`config.mk`:
```
export PLATFORM = sky130hd
export DESIGN_NAME = midi_chord_slot_player
export DESIGN_NICKNAME = d
export VERILOG_FILES = /design/src/hw/rtl/mcsp_pkg.sv /design/src/hw/rtl/mcsp_ctrl.sv /design/src/hw/rtl/mcsp_datapath.sv /design/src/hw/rtl/midi_chord_slot_player.sv
export SDC_FILE = /design/constraint.sdc
export NUM_CORES = 2
export LEC_CHECK = 0
export ABC_CLOCK_PERIOD_IN_PS = 5100
export BUFFER_PORTS_ARGS = -buffer_cell sky130_fd_sc_hd__clkbuf_2
export CAP_MARGIN = 20
export CORE_MARGIN = 4
export CORE_UTILIZATION = 34
export DETAILED_ROUTE_END_ITERATION = 7
export GPL_TIMING_DRIVEN = 1
export HOLD_SLACK_MARGIN = 0.1
export MAX_ROUTING_LAYER = met4
export SYNTH_ARGS = -nofsm -noshare
export SYNTH_HDL_FRONTEND = slang
export SYNTH_SLANG_ARGS = --single-unit
```
`constraint.sdc`:
```
create_clock -name clk -period 5.1 [get_ports clk]
set_input_delay 0.51 -clock clk [delete_from_list [all_inputs] [get_ports clk]]
set_output_delay 0.51 -clock clk [all_outputs]
set_load 0.01 [all_outputs]
```
`src/hw/rtl/mcsp_pkg.sv`:
```
// ----------------------------------------------------------------------------
// mcsp_pkg
// Shared types, codes and sizes of the MIDI chord slot player.
// ----------------------------------------------------------------------------
package mcsp_pkg;

	// Sizes
	localparam int SLOTS    = 8;
	localparam int CHANNELS = 16;
	localparam int SLOT_W   = (SLOTS > 1) ? $clog2(SLOTS) : 1;
	localparam int CH_W     = (CHANNELS > 1) ? $clog2(CHANNELS) : 1;
	localparam int DEPTH    = CHANNELS * SLOTS;
	localparam int ADDR_W   = (DEPTH > 1) ? $clog2(DEPTH) : 1;
	localparam int ENTRY_W  = 14;

	localparam logic [3:0] SLOTS_L    = 4'(SLOTS);
	localparam logic [4:0] CHANNELS_L = 5'(CHANNELS);

	// MIDI constants
	localparam logic [7:0] STAT_HI_MASK = 8'hF0;
	localparam logic [7:0] STAT_NOTE_ON = 8'h90;
	localparam logic [7:0] STAT_NOTE_OF = 8'h80;
	localparam logic [7:0] STAT_META    = 8'hFF;
	localparam logic [7:0] META_EOT     = 8'h2F;

	typedef enum logic [1:0] {
		FUNC_SCORE   = 2'd0,
		FUNC_PRESS   = 2'd1,
		FUNC_RELEASE = 2'd2,
		FUNC_CLEAR   = 2'd3
	} func_t;

	typedef enum logic [2:0] {
		KIND_NOTE_ON  = 3'd0,
		KIND_NOTE_OFF = 3'd1,
		KIND_STOP     = 3'd2,
		KIND_STATUS   = 3'd3,
		KIND_REJECT   = 3'd4
	} kind_t;

	typedef enum logic [2:0] {
		ST_IDLE,
		ST_DECODE,
		ST_SCAN,
		ST_KEY,
		ST_STATUS
	} state_t;

	// Controller to datapath
	typedef struct packed {
		logic capture;
		logic load;
		logic scan_step;
		logic key_step;
		logic note_on_wr;
		logic set_ended;
		logic emit_stop;
		logic emit_reject;
		logic emit_status;
	} cmd_t;

	// Datapath to controller
	typedef struct packed {
		func_t func;
		logic  ended;
		logic  eot;
		logic  note_on;
		logic  note_off;
		logic  note_ev;
		logic  ch_ok;
		logic  key_ch_ok;
		logic  slot_ok;
		logic  scan_hit;
		logic  at_last;
	} stat_t;

endpackage

```
`src/hw/rtl/mcsp_ctrl.sv`:
```
// ----------------------------------------------------------------------------
// mcsp_ctrl
// Sequencer: decodes each item and steps the datapath over the slots.
// ----------------------------------------------------------------------------
module mcsp_ctrl (
	input  logic            clk,
	input  logic            arst_n,
	input  logic            start,
	output logic            busy,
	input  mcsp_pkg::stat_t st,
	output mcsp_pkg::cmd_t  cmd
);

	mcsp_pkg::state_t state_q, state_nxt;

	always_ff @(posedge clk or negedge arst_n) begin
		if (!arst_n) begin
			state_q <= mcsp_pkg::ST_IDLE;
		end else begin
			state_q <= state_nxt;
		end
	end

	// Next state
	always_comb begin
		state_nxt = state_q;
		unique case (state_q)
			mcsp_pkg::ST_IDLE: begin
				if (start) state_nxt = mcsp_pkg::ST_DECODE;
			end
			mcsp_pkg::ST_DECODE: begin
				if (st.func == mcsp_pkg::FUNC_SCORE) begin
					priority if (st.ended || st.eot) state_nxt = mcsp_pkg::ST_STATUS;
					else if (!st.ch_ok) begin
						state_nxt = st.note_ev ? mcsp_pkg::ST_IDLE : mcsp_pkg::ST_STATUS;
					end
					else if (st.note_off) state_nxt = mcsp_pkg::ST_SCAN;
					else state_nxt = mcsp_pkg::ST_STATUS;
				end else begin
					priority if (!st.key_ch_ok) state_nxt = mcsp_pkg::ST_IDLE;
					else if (st.func == mcsp_pkg::FUNC_CLEAR) state_nxt = mcsp_pkg::ST_KEY;
					else if (!st.slot_ok) state_nxt = mcsp_pkg::ST_IDLE;
					else state_nxt = mcsp_pkg::ST_KEY;
				end
			end
			mcsp_pkg::ST_SCAN: begin
				if (st.scan_hit || st.at_last) state_nxt = mcsp_pkg::ST_STATUS;
			end
			mcsp_pkg::ST_KEY: begin
				if (st.at_last) state_nxt = mcsp_pkg::ST_IDLE;
			end
			mcsp_pkg::ST_STATUS: begin
				state_nxt = mcsp_pkg::ST_IDLE;
			end
			default: state_nxt = mcsp_pkg::ST_IDLE;
		endcase
	end

	// Outputs
	always_comb begin
		cmd  = '0;
		busy = (state_q != mcsp_pkg::ST_IDLE);
		unique case (state_q)
			mcsp_pkg::ST_IDLE: begin
				cmd.capture = start;
			end
			mcsp_pkg::ST_DECODE: begin
				if (st.func == mcsp_pkg::FUNC_SCORE) begin
					priority if (st.ended) begin
						cmd = '0;
					end else if (st.eot) begin
						cmd.emit_stop = 1'b1;
						cmd.set_ended = 1'b1;
					end else if (!st.ch_ok) begin
						cmd.emit_reject = st.note_ev;
					end else if (st.note_off) begin
						cmd.load = 1'b1;
					end else if (st.note_on) begin
						cmd.note_on_wr = 1'b1;
					end else begin
						cmd = '0;
					end
				end else begin
					priority if (!st.key_ch_ok) begin
						cmd.emit_reject = 1'b1;
					end else if (st.func == mcsp_pkg::FUNC_CLEAR) begin
						cmd.load = 1'b1;
					end else if (!st.slot_ok) begin
						cmd.emit_reject = 1'b1;
					end else begin
						cmd.load = 1'b1;
					end
				end
			end
			mcsp_pkg::ST_SCAN: begin
				cmd.scan_step = 1'b1;
			end
			mcsp_pkg::ST_KEY: begin
				cmd.key_step = 1'b1;
			end
			mcsp_pkg::ST_STATUS: begin
				cmd.emit_status = 1'b1;
			end
			default: cmd = '0;
		endcase
	end

endmodule

```
`src/hw/rtl/mcsp_datapath.sv`:
```
// ----------------------------------------------------------------------------
// mcsp_datapath
// Item registers, slot valid bits, slot note memories and the result register.
// ----------------------------------------------------------------------------
module mcsp_datapath (
	input  logic                           clk,
	input  logic                           arst_n,
	input  mcsp_pkg::cmd_t                 cmd,
	output mcsp_pkg::stat_t                st,
	input  logic [1:0]                     func,
	input  logic [7:0]                     midi_status,
	input  logic [6:0]                     first_data,
	input  logic [6:0]                     second_data,
	input  logic [7:0]                     meta_code,
	input  logic [3:0]                     key_slot,
	input  logic                           all_slots,
	input  logic [4:0]                     key_channel,
	output logic                           strobe,
	output logic [2:0]                     kind,
	output logic [6:0]                     note_number,
	output logic [6:0]                     note_velocity,
	output logic [4:0]                     out_channel,
	output logic                           changed,
	output logic                           has_assigned,
	output logic                           last
);

	// Captured item
	mcsp_pkg::func_t              func_q;
	logic [7:0]                   status_q;
	logic [6:0]                   d1_q;
	logic [6:0]                   d2_q;
	logic [7:0]                   meta_q;
	logic [3:0]                   kslot_q;
	logic                         all_q;
	logic [4:0]                   kch_q;

	// Slot state
	logic [mcsp_pkg::SLOTS-1:0]   asg_vld_q [mcsp_pkg::CHANNELS];
	logic [mcsp_pkg::SLOTS-1:0]   ply_vld_q [mcsp_pkg::CHANNELS];
	logic [mcsp_pkg::ENTRY_W-1:0] asg_mem   [mcsp_pkg::DEPTH];
	logic [mcsp_pkg::ENTRY_W-1:0] ply_mem   [mcsp_pkg::DEPTH];
	logic [mcsp_pkg::ENTRY_W-1:0] asg_rd_q;
	logic [mcsp_pkg::ENTRY_W-1:0] ply_rd_q;
	logic                         ended_q;
	logic                         chg_q;
	logic [mcsp_pkg::SLOT_W-1:0]  slot_q;

	// Decode
	logic [7:0]                   stat_hi;
	logic                         on_raw;
	logic [mcsp_pkg::CH_W-1:0]    ch;
	logic [4:0]                   score_chan;
	logic                         full_range;
	logic [mcsp_pkg::SLOT_W-1:0]  lo_slot;
	logic [mcsp_pkg::SLOT_W-1:0]  last_slot;
	logic [mcsp_pkg::SLOT_W-1:0]  next_slot;
	logic [mcsp_pkg::ADDR_W-1:0]  base;
	logic [mcsp_pkg::ADDR_W-1:0]  rd_addr;
	logic [mcsp_pkg::ADDR_W-1:0]  cur_addr;
	logic [mcsp_pkg::ADDR_W-1:0]  free_addr;
	logic [mcsp_pkg::SLOTS-1:0]   asg_row;
	logic [mcsp_pkg::SLOTS-1:0]   ply_row;
	logic [mcsp_pkg::SLOTS-1:0]   sel_row;
	logic [mcsp_pkg::SLOTS-1:0]   above;
	logic [mcsp_pkg::ENTRY_W-1:0] sel_data;
	logic [mcsp_pkg::SLOT_W-1:0]  free_slot;
	logic                         free_found;
	logic                         is_press;
	logic                         has_any;
	logic                         key_emit;

	always_ff @(posedge clk) begin
		if (cmd.capture) begin
			func_q   <= mcsp_pkg::func_t'(func);
			status_q <= midi_status;
			d1_q     <= first_data;
			d2_q     <= second_data;
			meta_q   <= meta_code;
			kslot_q  <= key_slot;
			all_q    <= all_slots;
			kch_q    <= key_channel;
		end
	end

	assign stat_hi    = status_q & mcsp_pkg::STAT_HI_MASK;
	assign on_raw     = (stat_hi == mcsp_pkg::STAT_NOTE_ON);
	assign score_chan = {1'b0, status_q[3:0]} + 5'd1;
	assign ch         = (func_q == mcsp_pkg::FUNC_SCORE) ?
		mcsp_pkg::CH_W'(status_q[3:0]) : mcsp_pkg::CH_W'(kch_q - 5'd1);
	assign is_press   = (func_q == mcsp_pkg::FUNC_PRESS);
	assign full_range = (func_q == mcsp_pkg::FUNC_SCORE) || (func_q == mcsp_pkg::FUNC_CLEAR)
		|| all_q;
	assign lo_slot    = full_range ? '0 : mcsp_pkg::SLOT_W'(kslot_q);
	assign last_slot  = full_range ? mcsp_pkg::SLOT_W'(mcsp_pkg::SLOTS - 1)
		: mcsp_pkg::SLOT_W'(kslot_q);
	assign next_slot  = cmd.load ? lo_slot : mcsp_pkg::SLOT_W'(slot_q + 1'b1);

	assign base      = mcsp_pkg::ADDR_W'(ch * mcsp_pkg::SLOTS);
	assign rd_addr   = base + mcsp_pkg::ADDR_W'(next_slot);
	assign cur_addr  = base + mcsp_pkg::ADDR_W'(slot_q);
	assign free_addr = base + mcsp_pkg::ADDR_W'(free_slot);

	assign asg_row  = asg_vld_q[ch];
	assign ply_row  = ply_vld_q[ch];
	assign sel_row  = is_press ? asg_row : ply_row;
	assign sel_data = is_press ? asg_rd_q : ply_rd_q;
	assign has_any  = st.ch_ok && (|asg_row);
	assign key_emit = cmd.key_step && sel_row[slot_q];

	// Lowest free assigned slot
	always_comb begin
		free_slot  = '0;
		free_found = 1'b0;
		for (int j = mcsp_pkg::SLOTS - 1; j >= 0; j--) begin
			if (!asg_row[j]) begin
				free_slot  = mcsp_pkg::SLOT_W'(j);
				free_found = 1'b1;
			end
		end
	end

	// Slots after the current one, within the range
	always_comb begin
		for (int j = 0; j < mcsp_pkg::SLOTS; j++) begin
			above[j] = (mcsp_pkg::SLOT_W'(j) > slot_q) && (mcsp_pkg::SLOT_W'(j) <= last_slot);
		end
	end

	always_comb begin
		st.func      = func_q;
		st.ended     = ended_q;
		st.eot       = (status_q == mcsp_pkg::STAT_META) && (meta_q == mcsp_pkg::META_EOT);
		st.note_on   = on_raw && (d2_q != 7'd0);
		st.note_off  = (stat_hi == mcsp_pkg::STAT_NOTE_OF) || (on_raw && (d2_q == 7'd0));
		st.note_ev   = (stat_hi == mcsp_pkg::STAT_NOTE_OF) || on_raw;
		st.ch_ok     = {1'b0, status_q[3:0]} < mcsp_pkg::CHANNELS_L;
		st.key_ch_ok = (kch_q != 5'd0) && (kch_q <= mcsp_pkg::CHANNELS_L);
		st.slot_ok   = all_q || (kslot_q < mcsp_pkg::SLOTS_L);
		st.scan_hit  = asg_row[slot_q] && (asg_rd_q[13:7] == d1_q);
		st.at_last   = (slot_q == last_slot);
	end

	// Slot memories
	always_ff @(posedge clk) begin
		asg_rd_q <= asg_mem[rd_addr];
		if (cmd.note_on_wr && free_found) asg_mem[free_addr] <= {d1_q, d2_q};
	end

	always_ff @(posedge clk) begin
		ply_rd_q <= ply_mem[rd_addr];
		if (cmd.key_step && is_press && asg_row[slot_q]) ply_mem[cur_addr] <= asg_rd_q;
	end

	// Valid bits and control
	always_ff @(posedge clk or negedge arst_n) begin
		if (!arst_n) begin
			for (int c = 0; c < mcsp_pkg::CHANNELS; c++) begin
				asg_vld_q[c] <= '0;
				ply_vld_q[c] <= '0;
			end
			ended_q <= 1'b0;
			chg_q   <= 1'b0;
			slot_q  <= '0;
		end else begin
			if (cmd.capture) chg_q <= 1'b0;
			if (cmd.set_ended) ended_q <= 1'b1;
			if (cmd.load || cmd.scan_step || cmd.key_step) slot_q <= next_slot;
			if (cmd.note_on_wr && free_found) begin
				asg_vld_q[ch][free_slot] <= 1'b1;
				chg_q                    <= 1'b1;
			end
			if (cmd.scan_step && st.scan_hit) begin
				asg_vld_q[ch][slot_q] <= 1'b0;
				chg_q                 <= 1'b1;
			end
			if (cmd.key_step) begin
				unique case (func_q)
					mcsp_pkg::FUNC_PRESS: begin
						if (asg_row[slot_q]) ply_vld_q[ch][slot_q] <= 1'b1;
					end
					mcsp_pkg::FUNC_CLEAR: begin
						ply_vld_q[ch][slot_q] <= 1'b0;
						asg_vld_q[ch][slot_q] <= 1'b0;
					end
					mcsp_pkg::FUNC_RELEASE,
					mcsp_pkg::FUNC_SCORE: begin
						ply_vld_q[ch][slot_q] <= 1'b0;
					end
					default: ;
				endcase
			end
		end
	end

	// Result register
	always_ff @(posedge clk or negedge arst_n) begin
		if (!arst_n) begin
			strobe <= 1'b0;
		end else begin
			strobe <= cmd.emit_stop || cmd.emit_reject || cmd.emit_status || key_emit;
		end
	end

	always_ff @(posedge clk) begin
		priority if (cmd.emit_stop) begin
			kind          <= mcsp_pkg::KIND_STOP;
			note_number   <= 7'd0;
			note_velocity <= 7'd0;
			out_channel   <= score_chan;
			changed       <= 1'b0;
			has_assigned  <= 1'b0;
			last          <= 1'b0;
		end else if (cmd.emit_reject) begin
			kind          <= mcsp_pkg::KIND_REJECT;
			note_number   <= 7'd0;
			note_velocity <= 7'd0;
			out_channel   <= (func_q == mcsp_pkg::FUNC_SCORE) ? score_chan : kch_q;
			changed       <= 1'b0;
			has_assigned  <= 1'b0;
			last          <= 1'b1;
		end else if (cmd.emit_status) begin
			kind          <= mcsp_pkg::KIND_STATUS;
			note_number   <= 7'd0;
			note_velocity <= 7'd0;
			out_channel   <= score_chan;
			changed       <= chg_q;
			has_assigned  <= has_any;
			last          <= 1'b1;
		end else if (key_emit) begin
			kind          <= is_press ? mcsp_pkg::KIND_NOTE_ON : mcsp_pkg::KIND_NOTE_OFF;
			note_number   <= sel_data[13:7];
			note_velocity <= sel_data[6:0];
			out_channel   <= kch_q;
			changed       <= 1'b0;
			has_assigned  <= 1'b0;
			last          <= ~|(sel_row & above);
		end else begin
			kind <= kind;
		end
	end

endmodule

```
`src/hw/rtl/midi_chord_slot_player.sv`:
```
// ----------------------------------------------------------------------------
// midi_chord_slot_player
// Per-channel assigned and playing note slots driven by score and key items.
// ----------------------------------------------------------------------------
// Pulse start with an item while busy is low; the item is taken on that edge.
// Results come out one per cycle on strobe and cannot be held off, so sample
// them on every cycle strobe is high; last marks the final result of an item,
// and an item may also give no result at all (nothing to play or release).
// From the accept edge until busy drops: a score event is decoded and then
// reports its status, end of track gives the stop and then the status, a
// note-off or zero-velocity note-on searches the slots (reading one stored slot
// a cycle through the single read port of the slot memory) before the status,
// a rejected item ends in decode, and a key press, key release or clear steps
// over the slots in range (all for all slots or clear, one otherwise). Slot
// valid bits are reset flip-flops, so the block is ready straight out of reset.
// ----------------------------------------------------------------------------
module midi_chord_slot_player (
	input  logic       clk,
	input  logic       arst_n,
	input  logic       start,
	output logic       busy,
	input  logic [1:0] func,
	input  logic [7:0] midi_status,
	input  logic [6:0] first_data,
	input  logic [6:0] second_data,
	input  logic [7:0] meta_code,
	input  logic [3:0] key_slot,
	input  logic       all_slots,
	input  logic [4:0] key_channel,
	output logic       strobe,
	output logic [2:0] kind,
	output logic [6:0] note_number,
	output logic [6:0] note_velocity,
	output logic [4:0] out_channel,
	output logic       changed,
	output logic       has_assigned,
	output logic       last
);

	// Command and status between sequencer and datapath
	mcsp_pkg::cmd_t  cmd;
	mcsp_pkg::stat_t st;

	// Sequencer: decode the item, then step over its slots
	mcsp_ctrl u_ctrl (
		.clk    (clk),
		.arst_n (arst_n),
		.start  (start),
		.busy   (busy),
		.st     (st),
		.cmd    (cmd)
	);

	// Datapath: hold the item, the slot state and the result beat
	mcsp_datapath u_dp (
		.clk           (clk),
		.arst_n        (arst_n),
		.cmd           (cmd),
		.st            (st),
		.func          (func),
		.midi_status   (midi_status),
		.first_data    (first_data),
		.second_data   (second_data),
		.meta_code     (meta_code),
		.key_slot      (key_slot),
		.all_slots     (all_slots),
		.key_channel   (key_channel),
		.strobe        (strobe),
		.kind          (kind),
		.note_number   (note_number),
		.note_velocity (note_velocity),
		.out_channel   (out_channel),
		.changed       (changed),
		.has_assigned  (has_assigned),
		.last          (last)
	);

endmodule

```
==> metrics.md <==
| Metric | Value |
|---|---|
| Status | `complete, no violations` |
| Multi-input gate area | `roughly 38000 sq um` |
| Crit Path Max Fanout | `22` |
| FF-to-FF Start | `u_dp.func_q[0]` |
| Leak Pwr | `just over 60 nW` |
| Detailed Routing Iterations Pass 1 | `6` |
| Largest net degree at the start of global routing | `between 100 and 150` |
| Seq pwr share | `~34%` |
| Largest area contributor in the netlist | `edfxtp_1` |
| Layout cells sized above 1 | `a little under a fifth` |
| Most numerous cell in the Yosys netlist | `edfxtp_1` |
| Max transition margin | `between 10% and 20%` |
| Starting Density | `between 30% and 40%` |
| Core Box Area | `464000 sq um` |
| IO Pins | `roughly 70` |
| Register area | `approximately 120000 sq um` |
| Worst setup path class | `reg -> reg` |
| Setup violators final | `0` |
| FFs w/ async S/R, synth | `between 6 and 7%` |
| Row count | `250` |
| Clock sink count | `slightly below 4000` |
| Final non-filler cell total | `around 17000` |
| FF+latch count, synth | `about 3900` |
| Endpoints failing hold | `0` |
| Switching Share | `roughly 40%` |
| Slew @ Worst Pin | `~1.2 ns` |
| CP Launch Type | `register` |
| Post-Place Cells | `between 15000 and 20000` |
| H-tree depth | `5` |
| Internal | `between 0.07 and 0.08 W` |
| Cts bufs inserted | `between 300 and 400` |
| Max-cap violations | `0` |
| Number of port buffers | `71` |
| Number of global-route vias before repair | `94600` |
| Clk_lat worst skew | `~0.96 ns` |
| DIE HEIGHT | `690 um` |
| Required time of the worst setup path | `~5.9 ns` |
| Top FF cell, synth | `edfxtp_1` |
| Die area | `roughly 480000 sq um` |
| First-pass GRT wire length | `roughly 730000 um` |
| Clk_skew | `approximately 0.065 ns` |
| Number of flops mapped to enable cells by yosys | `about 3600` |
| Logic gate share of total power | `between 40% and 50%` |
| Post-DP HPWL | `325000 um` |
| Synth cell count leaders | `edfxtp_1 (3631), nand2_1 (1632), nand3_1 (800)` |
| Hold_ws | `approximately 0.08 ns` |
| Overall Global Routing Usage | `a little over a fifth` |
| Synth Instances | `10200` |
| Final Cycle Share | `between 90% and 100%` |
| Clock slew at reported path FFs | `roughly 0.060 ns` |
| Vias/cell | `approximately 5.7` |
| Post-synth cell types | `96` |
| Clock Power Share | `roughly a quarter` |
| GR Overflow Total | `0` |
| Via count | `a little under 100k` |
| RSZ-0062 raised after global routing | `no` |
| Final wirelength | `521000 um` |
| # nets final | `10900` |
| Avg Cell Area, Syn | `15.5 sq um` |
| Fin crit period | `about 5.1 ns` |
| CTS tree | `done` |
| Initial antenna violation count | `19` |
| Max Slew Vio Count | `0` |
| Synth area leaders | `edfxtp_1 (69%), mux4_2 (4.9%), dfrtp_1 (4.2%)` |
| Clk root buf | `clkbuf_16` |
| Routed Antenna Nets | `0` |
| Clk buf depth | `4` |
| Filler Cell Count | `42100` |
| Initial DRC count | `approximately 13000` |
| Setup TNS Final | `0 ns` |
| Switching pwr | `roughly 0.048 W` |
| Sequential element share of the synthesized area | `between 70% and 80%` |
| Maximum vdd drop | `about 0.00054 V` |
| Setup crit start | `u_dp.func_q[0]` |
| Die Wd | `around 690 um` |
| Syn_nets | `a little over 10000` |
| GPL Wtd Cong | `about 0.94` |
| Synth Warn # | `0` |
| Layout area overhead | `17.3%` |
| Worst EP arrival | `just under 6 ns` |
| Fmax | `between 150 and 200 MHz` |
| Post-route DRC | `0` |
| Wire per inst | `around 30 um` |
| Top cell type's share of synthesized area | `69.0%` |
| Power Density | `about 640 nW/um^2` |
| Hold Crit Class | `in -> async` |
| Synthesized area | `158000 sq um` |
| Crit. End Element | `register` |
==> layout by cell type (no fill, tap or decap), types with 66 or more instances in the layout <==
cell type,netlist,layout
a22oi_1,66,66
a221oi_1,205,203
a211oi_1,118,118
mux4_2,341,341
nand4_1,66,66
buf_4,89,702
dfrtp_1,265,265
clkbuf_16,0,395
clkinv_1,1,75
o21ai_0,235,234
a31oi_1,129,129
clkinv_2,0,74
and3_1,78,78
nor2_1,310,285
nand3_1,800,793
nand2_1,1632,1612
a21oi_1,219,219
o31ai_1,125,125
edfxtp_1,3631,3631
mux2i_1,463,460
buf_12,0,196
clkbuf_2,0,70
clkbuf_1,279,70
==> critical path, stage by stage, from the launching register on <==
cell       delay, ns
edfxtp_1        0.41
inv_1           0.07
ha_2            0.34
nor2b_1         0.18
buf_4           0.22
and2_0          0.82
nand2_2         0.58
buf_12          0.36
a221oi_1        0.31
a211oi_1        0.15
a2111oi_0       0.71
o2111ai_1       0.29
o21ai_1         0.33
a221oi_2        0.10
==> cell families (layout without fill, tap and decap cells) <==
kind of cell               after synthesis  after routing  synth area share (%)
AOI/OAI and AO/OA                     1540           1540                  7.08
xor gates and xnor gates                16             16                0.0886
adders and majority gates                9              9                0.0712
buffers and inverters                  750           1751                  2.47
DFF                                   3944           3944                  73.8
muxes                                  826            826                  7.96
other                                    0             25                     0
and+or+nand+nor                       3107           3107                  8.57
==> area by class of cell <==
| class | count | area share (%) |
|---|---|---|
| antenna | 25 | 0.0337 |
| clock buffer | 471 | 5.52 |
| clock inverter | 234 | 1.31 |
| inverter | 32 | 0.0648 |
| multi-input combinational | 5498 | 20.6 |
| sequential | 3944 | 62.9 |
| tap | 6174 | 4.16 |
| timing repair buffer | 1014 | 5.39 |
==> per-stage QoR <==
step / util [%] / cell area (sq um) / total power [W] / setup WS, ns
4_1_cts: 40.0 / 185000 / 0.119 / 0.00439
6_report: 40.0 / 185000 / 0.119 / 0.00548
3_5_place_dp: 37.2 / 172000 / 0.0900 / -0.224
2_1_floorplan: - / 158000 / 0.0667 / 0.293
5_1_grt: 40.0 / 185000 / 0.123 / 0.0236
3_3_place_gp: 37.1 / 172000 / 0.0898 / -0.758
==> layer usage <==
metal  routed length [um]  vias up  track usage (%)
met5                    0        -                -
met4                28900        0             10.5
met3                50000     1072             3.67
met2               240000     5622             33.6
met1               202000    51300             28.6
li1                     -    41200                -
==> timing repair <==
item                                    4_1_cts  5_1_grt
gates resized for setup                       1        4
hold buffers                                 44        0
pin swaps                                     1        1
hold endpoints to repair                    141        0
endpoints found under the setup margin        4        5
setup buffers                                 2        2
==> sequential cells by signal (all words and copies together) (netlist names), 7 cells and up, named ones only <==
signal and flops:
u_dp.status_q 8, u_dp.d2_q 7, u_dp.note_number 7, u_dp.ply_mem 1792, u_dp.asg_rd_q 14, u_dp.asg_mem 1792
u_dp.meta_q 8, u_dp.ply_rd_q 14, u_dp.asg_vld_q 128, u_dp.d1_q 7, u_dp.note_velocity 7
==> worst paths after layout <==
path / slack [ns] / cells past startpoint / end
max reg2reg: 0.005 / 13 / u_dp.ply_rd_q[1]
max in group asynchronous: 3.55 / 3 / asynchronous set/reset pin
min in group clk: 0.29 / 2 / u_dp.d1_q[2]
min: 0.08 / 2 / u_dp.strobe
max: 0.005 / 13 / u_dp.ply_rd_q[1]
min reg2reg: 0.47 / 2 / u_dp.kind[1]
==> power by group through the flow <==
| stage | Sequential, W | Combinational, W | Clock (W) |
|---|---|---|---|
| finish | 0.0401 | 0.0503 | 0.0291 |
| global route | 0.0400 | 0.0520 | 0.0307 |
| CTS | 0.0400 | 0.0495 | 0.0294 |
| detailed placement | 0.0407 | 0.0493 | 0 |
| global placement | 0.0407 | 0.0491 | 0 |
| floorplan | 0.0414 | 0.0253 | 0 |
(Power assumes the default switching activity.)
